### config.mk
export PLATFORM = sky130hd
export DESIGN_NAME = htlp_hash
export DESIGN_NICKNAME = d
export VERILOG_FILES = /design/src/rtl/htlp_pkg.sv /design/src/rtl/htlp_hash.sv
export SDC_FILE = /design/constraint.sdc
export NUM_CORES = 1
export LEC_CHECK = 0
export ABC_AREA = 1
export ABC_CLOCK_PERIOD_IN_PS = 5400
export BUFFER_PORTS_ARGS = -buffer_cell sky130_fd_sc_hd__buf_4
export CAP_MARGIN = 20
export CORE_ASPECT_RATIO = 1.75
export CORE_MARGIN = 2
export CORE_UTILIZATION = 49
export CTS_CLUSTER_DIAMETER = 40
export DETAILED_ROUTE_END_ITERATION = 7
export PLACE_DENSITY_LB_ADDON = 0.2
export SYNTH_ARGS = -nofsm -noshare
export SYNTH_HDL_FRONTEND = slang
export SYNTH_SLANG_ARGS = --single-unit
### constraint.sdc
create_clock -name clk -period 5.4 [get_ports clk]
set_input_delay 1.62 -clock clk [delete_from_list [all_inputs] [get_ports clk]]
set_output_delay 1.62 -clock clk [all_outputs]
set_load 0.01 [all_outputs]
### src/rtl/htlp_pkg.sv
// Shared constants, types and a helper function of the linear-probe hash table.
package htlp_pkg;

  localparam int TABLE_ENTRIES = 128;
  localparam int KEY_BYTES     = 8;
  localparam int VALUE_BYTES   = 8;

  localparam int KEY_W    = 64;
  localparam int VAL_W    = 64;
  localparam int HASH_W   = 32;
  localparam int PROD_W   = 2 * HASH_W;
  localparam int STATUS_W = 3;
  localparam int USED_W   = 8;

  localparam int IDX_W = (TABLE_ENTRIES > 1) ? $clog2(TABLE_ENTRIES) : 1;
  localparam int RED_W = IDX_W + 1;
  localparam int CNT_W = ($clog2(TABLE_ENTRIES + 1) > USED_W) ?
                         $clog2(TABLE_ENTRIES + 1) : USED_W;
  localparam bit TABLE_POW2 = ((TABLE_ENTRIES & (TABLE_ENTRIES - 1)) == 0);

  localparam logic [HASH_W-1:0] HASH_START = 32'd5381;
  localparam int                HASH_SHIFT = 5;

  // Floor of 2^32 over the table size, for the reciprocal slot reduction.
  localparam logic [HASH_W-1:0] HASH_RECIP =
      HASH_W'((64'd1 << HASH_W) / 64'(TABLE_ENTRIES));

  localparam logic [VAL_W-1:0] VALUE_MASK = (VALUE_BYTES >= 8) ? {VAL_W{1'b1}} :
      ((VAL_W'(1) << (8 * VALUE_BYTES)) - VAL_W'(1));

  localparam logic OP_INSERT = 1'b0;
  localparam logic OP_LOOKUP = 1'b1;

  localparam logic [STATUS_W-1:0] STS_INSERTED  = 3'd0;
  localparam logic [STATUS_W-1:0] STS_UPDATED   = 3'd1;
  localparam logic [STATUS_W-1:0] STS_FOUND     = 3'd2;
  localparam logic [STATUS_W-1:0] STS_NOT_FOUND = 3'd3;
  localparam logic [STATUS_W-1:0] STS_FULL      = 3'd4;

  typedef enum logic [1:0] {
    S_IDLE,
    S_HASH,
    S_ISSUE,
    S_CHECK
  } htlp_state_t;

  typedef enum logic [2:0] {
    HS_IDLE,
    HS_MIX,
    HS_QUOT,
    HS_REDUCE,
    HS_DONE
  } htlp_hstate_t;

  typedef struct packed {
    logic             done;
    logic [IDX_W-1:0] slot;
  } htlp_home_t;

  typedef struct packed {
    logic [KEY_W-1:0] key;
    logic [VAL_W-1:0] value;
  } htlp_entry_t;

  typedef struct packed {
    logic             en;
    logic             set_occ;
    logic [IDX_W-1:0] addr;
    htlp_entry_t      entry;
  } htlp_wr_t;

  // Keeps the characters up to the first zero byte and within KEY_BYTES.
  function automatic logic [KEY_W-1:0] clean_key(input logic [KEY_W-1:0] raw);
    logic [KEY_W-1:0] kept;
    logic             keep;
    kept = '0;
    keep = 1'b1;
    for (int pos = 0; pos < 8; pos++) begin
      keep = keep && (pos < KEY_BYTES) && (raw[pos*8 +: 8] != 8'd0);
      if (keep) begin
        kept[pos*8 +: 8] = raw[pos*8 +: 8];
      end
    end
    return kept;
  endfunction

endpackage

### src/rtl/htlp_hash.sv
// Home slot unit: djb2 hash one character per cycle, then reduction to a slot.
module htlp_hash (
  input  logic                          clk,
  input  logic                          rst_n,
  input  logic                          start,
  input  logic [htlp_pkg::KEY_W-1:0]    key,
  output htlp_pkg::htlp_home_t          home
);

  htlp_pkg::htlp_hstate_t state_r, state_nxt;

  logic [htlp_pkg::HASH_W-1:0]    h_r;
  logic [htlp_pkg::KEY_W-1:0]     kbuf_r;
  logic [htlp_pkg::HASH_W-1:0]    quot_r;
  logic [htlp_pkg::IDX_W-1:0]     slot_r;

  logic [7:0]                     ch;
  logic [htlp_pkg::HASH_W-1:0]    h_mix;
  logic [htlp_pkg::PROD_W-1:0]    quot_prod;
  logic [htlp_pkg::RED_W-1:0]     red_t;
  logic [htlp_pkg::RED_W-1:0]     red_sub;

  assign ch    = kbuf_r[7:0];
  assign h_mix = (h_r << htlp_pkg::HASH_SHIFT) + h_r + htlp_pkg::HASH_W'(ch);

  // The reciprocal estimate of the quotient is low by at most one, so the remainder it
  // leaves is below twice the table size and its low RED_W bits are the whole of it.
  assign quot_prod = htlp_pkg::PROD_W'(h_r) * htlp_pkg::PROD_W'(htlp_pkg::HASH_RECIP);
  assign red_t     = h_r[htlp_pkg::RED_W-1:0] -
                     quot_r[htlp_pkg::RED_W-1:0] * htlp_pkg::RED_W'(htlp_pkg::TABLE_ENTRIES);

  always_comb begin
    if (red_t >= htlp_pkg::RED_W'(htlp_pkg::TABLE_ENTRIES)) begin
      red_sub = red_t - htlp_pkg::RED_W'(htlp_pkg::TABLE_ENTRIES);
    end else begin
      red_sub = red_t;
    end
  end

  // Next state.
  always_comb begin
    state_nxt = state_r;
    case (state_r)
      htlp_pkg::HS_IDLE: begin
        if (start) begin
          state_nxt = htlp_pkg::HS_MIX;
        end
      end
      htlp_pkg::HS_MIX: begin
        if (ch == 8'd0) begin
          state_nxt = htlp_pkg::TABLE_POW2 ? htlp_pkg::HS_DONE : htlp_pkg::HS_QUOT;
        end
      end
      htlp_pkg::HS_QUOT: begin
        state_nxt = htlp_pkg::HS_REDUCE;
      end
      htlp_pkg::HS_REDUCE: begin
        state_nxt = htlp_pkg::HS_DONE;
      end
      htlp_pkg::HS_DONE: begin
        state_nxt = htlp_pkg::HS_IDLE;
      end
      default: begin
        state_nxt = htlp_pkg::HS_IDLE;
      end
    endcase
  end

  // Outputs.
  always_comb begin
    home.done = (state_r == htlp_pkg::HS_DONE);
    home.slot = slot_r;
  end

  always_ff @(posedge clk) begin
    if (!rst_n) begin
      state_r <= htlp_pkg::HS_IDLE;
    end else begin
      state_r <= state_nxt;
    end
  end

  always_ff @(posedge clk) begin
    case (state_r)
      htlp_pkg::HS_IDLE: begin
        if (start) begin
          h_r    <= htlp_pkg::HASH_START;
          kbuf_r <= key;
        end
      end
      htlp_pkg::HS_MIX: begin
        if (ch == 8'd0) begin
          slot_r <= h_r[htlp_pkg::IDX_W-1:0];
        end else begin
          h_r    <= h_mix;
          kbuf_r <= kbuf_r >> 8;
        end
      end
      htlp_pkg::HS_QUOT: begin
        quot_r <= quot_prod[htlp_pkg::PROD_W-1:htlp_pkg::HASH_W];
      end
      htlp_pkg::HS_REDUCE: begin
        slot_r <= red_sub[htlp_pkg::IDX_W-1:0];
      end
      default: begin
      end
    endcase
  end

endmodule

# After elaboration in Yosys (flattened, before gate mapping)
# Index checks and enable logic that the tools add are counted.
# op_classes
addsub,4
order_cmp,1
eq_ne,7
muxes,12
reduce_logical,7
# op_table
cell,n
64-bit 2-to-1 mux,2
64-bit case mux with 2 select lines,1
32-bit 2-to-1 mux,2
32-bit case mux with 2 select lines,1
32-bit adder,1
32-bit by 8-bit adder with 32-bit output,1
7-bit 2-to-1 mux,2
7-bit case mux with 2 select lines,1
3-bit case mux with 4 select lines,1
8-bit >= comparator (second input constant),1
8-bit logical NOT,1
8-bit subtractor,1
7-bit by 1-bit subtractor with 7-bit output (second input constant),1
3-bit by 2-bit == test with 1-bit output (second input constant),2
3-bit 2-to-1 mux,2
2-bit inequality test (second input constant),3
2-bit AND reduction,2
2-bit nonzero test,2
3-bit by 1-bit == test with 1-bit output (second input constant),1
3-bit == test (second input constant),1
3-bit logical NOT,1
3-bit AND reduction,1
# totals
reg_bits,107
input_bits,67
out_inout_bits,8

# Longest topological paths before layout
# depth
word_depth,4
depth_mapped,12
ltp_nobuf,12

# Least setup slack after synthesis
# OpenSTA, ideal clock, no wires.
# synth_path
path_type,input to register
start,in start
end,"reg h_r[0] (netlist name), enable pin"
arrival_ns,5.286
required_time_ns,4.869
setup_slack_ns,-0.417
stages,2
cell_sequence,inv_1 -> mux2i_1
# synth_via
elab_chain_len,2
# synth_lines
element,line,rtl
"start, declared",htlp_hash.sv:5,"input logic start,"
2-bit inequality test (no source line),-,
3-bit AND reduction (no source line),-,
"end signal, assigned",htlp_hash.sv:87,h_r <= htlp_pkg::HASH_START;
"end signal, assigned",htlp_hash.sv:95,h_r <= h_mix;
"end, declared",htlp_hash.sv:12,logic [htlp_pkg::HASH_W-1:0] h_r;
# No other way between the ends.
# A chain may end at the register's enable or synchronous reset.

# Worst setup path in the final report
# layout_path
start,in start
end,"reg kbuf_r[63] (netlist name), enable pin"
# layout_via
elab_chain_len,2
# layout_lines
element,line,rtl
2-bit inequality test (no source line),-,
3-bit AND reduction (no source line),-,
"end signal, assigned",htlp_hash.sv:88,kbuf_r <= key;
"end signal, assigned",htlp_hash.sv:96,kbuf_r <= kbuf_r >> 8;
"end, declared",htlp_hash.sv:13,logic [htlp_pkg::KEY_W-1:0] kbuf_r;
# No other way between the ends.

==> results.md <==
- Worst Path Arrival: 2.64 ns
- Post-CTS Hold Fix Bufs: 0
- Cts bufs inserted: 9
- Finished Cell Area: 4540 µm²
- Number of synthesized register bits: 81
- Hold Crit Class: flop to flop
- Register area share after synthesis: 65.2%
- Post-place setup slack: 2.37 ns
- Vias per std cell: 4.92
- Fin cells: 530
- Fin. Hold Viols: 0
- Largest net degree at the start of global routing: 72
- Die H: 119 µm
- Clock Latency Late Sink: 0.33 ns
- Min Tclk post-route: 2.68 ns
- Initial antenna violation count: 0
- Post-Synthesis Cells: 365
- Overflow after GRT: 0
- Die area: 8250 µm²
- Placed Instances: 514
- IO Count: 75
- Status: complete, no violations
- FFs w/ async S/R, synth: 0%
- Crit-path max FO: 71
- Endpoints failing setup: 0
- Count of different cell masters after synthesis: 24
- WL/cell: 12.8 µm
- Core Box Area: 7230 µm²
- Fraction of layout cells with a size suffix above 1: 20.9%
- H-tree levels: 3
- Leakage: 2.14 nW
- Placed cell areas: 4280 µm²
- Layout area overhead: 23.2%
- Antenna Cells: 0
- Critical Path Source Type: input port
- Detailed-placement wirelength estimate: 4540 µm
- Rows: 41
- Final Core Density: 62.7%
- Routed Wire Length: 6800 µm
- Fin nets: 518
- Post_cts resized: 0
- Final worst clock skew: 0.00384 ns
- Vias: 2605
- Clk slew on worst S/H paths: 0.06 ns
- Pwr Total: 1.69 mW
- Vias in the first global route: 2563
- Pwr/cell area: 373 nW/µm²
- Crit path kind: input port to flop
- CTS Sinks: 81
- First-pass GRT wire length: 11400 µm
- Postcts setup bufs: 0
- Tcrit/Tclk final: 49.7%
- RSZ-0062 raised after global routing: false
- Max VDD drop: 289 µV
- Worst setup EP type: flop
- Antenna-violating nets left: 0
- F_max: 373 MHz
- Main synth FF type: edfxtp_1
- Max Transition Viols Final: 0
- Slew margin rel.: 31.8%
- GP Congestion: 0.781
- WP data required: 5.36 ns
- Setup ws final: 2.72 ns
- CTS Root Cell: clkbuf_16
- Gr usage total: 17.9%
- Max-Cap Viols: 0
- PortBufs: 74
- Router iterations before antenna repair: 4
- Worst Max-Slew Pin Slew: 1.02 ns
- Synth warn: 0
- Die X: 69.5 µm
- CTS max path bufs: 2
- Hold slack: 0.466 ns
- Syn Area/Cell: 10.1 µm²
- DRT iter0 DRCs: 241
- Setup TNS Final: 0 ns
- Residual DRC: 0
- Syn Nets: 444
- Initial core utilization: 50.9%
- Cell Area, Synth: 3680 µm²
- CTS tree: yes
- Number of flops mapped to enable cells by yosys: 78
==> power breakdown <==
group	internal [mW]	switching, mW	leakage (nW)
Sequential	0.818	0.0328	0.777
Combinational	0.121	0.195	1.23
Clock	0.305	0.221	0.128
Total	1.24	0.449	2.14
==> routing by layer <==
layer / routed length, µm / vias to the layer above / global-route usage (%)
li1: - / 1322 / -
met1: 2600 / 1195 / 20.5
met2: 3720 / 77 / 29.9
met3: 300 / 11 / 3.32
met4: 178 / 0 / 12.3
met5: 0 / - / 0
==> synthesized netlist by cell type, types with 2 or more instances <==
| library cell | instances | area share (%) |
|---|---|---|
| fa_1 | 2 | 1.1 |
| edfxtp_1 | 78 | 64 |
| buf_2 | 9 | 1.2 |
| a21oi_1 | 5 | 0.68 |
| buf_6 | 4 | 1.2 |
| o21ai_0 | 2 | 0.27 |
| or2_1 | 2 | 0.34 |
| nor3_1 | 2 | 0.27 |
| inv_2 | 2 | 0.20 |
| dfxtp_1 | 3 | 1.6 |
| nor2_1 | 14 | 1.4 |
| nand2_1 | 198 | 20 |
| ha_1 | 10 | 3.4 |
| inv_1 | 24 | 2.4 |
==> cell usage in the layout, fill, tap and decap left out, drive strengths merged, types with 2 or more instances in the layout <==
cell type and n:
a21oi 5, buf 76, clkbuf 11, clkinv 5, dfxtp 3, edfxtp 78
fa 2, ha 10, inv 26, nand2 198, nor2 15, nor3 2
o21ai 3, or2 3
==> critical path, cell delays in order <==
cell and delay, ns:
buf_4 0.08, inv_1 0.06, mux2i_4 0.13, buf_4 0.72
==> cell type report <==
type / count / area, µm²
Tap cell: 86 / 108
Sequential cell: 81 / 2400
Inverter: 26 / 97.6
Clock buffer: 11 / 233
Timing Repair Buffer: 76 / 571
Multi-Input combinational cell: 245 / 1100
Fill cell: 637 / 2700
Clock inverter: 5 / 22.5
==> path summary, 6_finish.rpt <==
check                                from                        to  slack, ns  cells after the start
hold reg to reg      h_r[2]$_SDFFCE_PN1P_       slot_r[2]$_DFFE_PP_       0.47                      0
setup reg to reg  state_r[0]$_SDFFE_PN0P_  kbuf_r[63]$_SDFFCE_PP0P_       2.79                      6
hold / removal       h_r[2]$_SDFFCE_PN1P_       slot_r[2]$_DFFE_PP_       0.47                      0
setup / recovery                    start  kbuf_r[63]$_SDFFCE_PP0P_       2.72                      4
==> flip-flops by register name, indices dropped and copies added (netlist names) <==
name     flops
h_r          7
kbuf_r      64
slot_r       7
state_r      3
==> logic make-up after synthesis <==
kind of cell,share of synthesized area [%]
muxes,0.272
and+or+nand+nor,23.4
xor gates and xnor gates,0.238
adders and majority gates,4.49
buffers and inverters,5.10
DFF,65.2
AOI/OAI and AO/OA,1.26
Power figures use the tool's default switching activity.
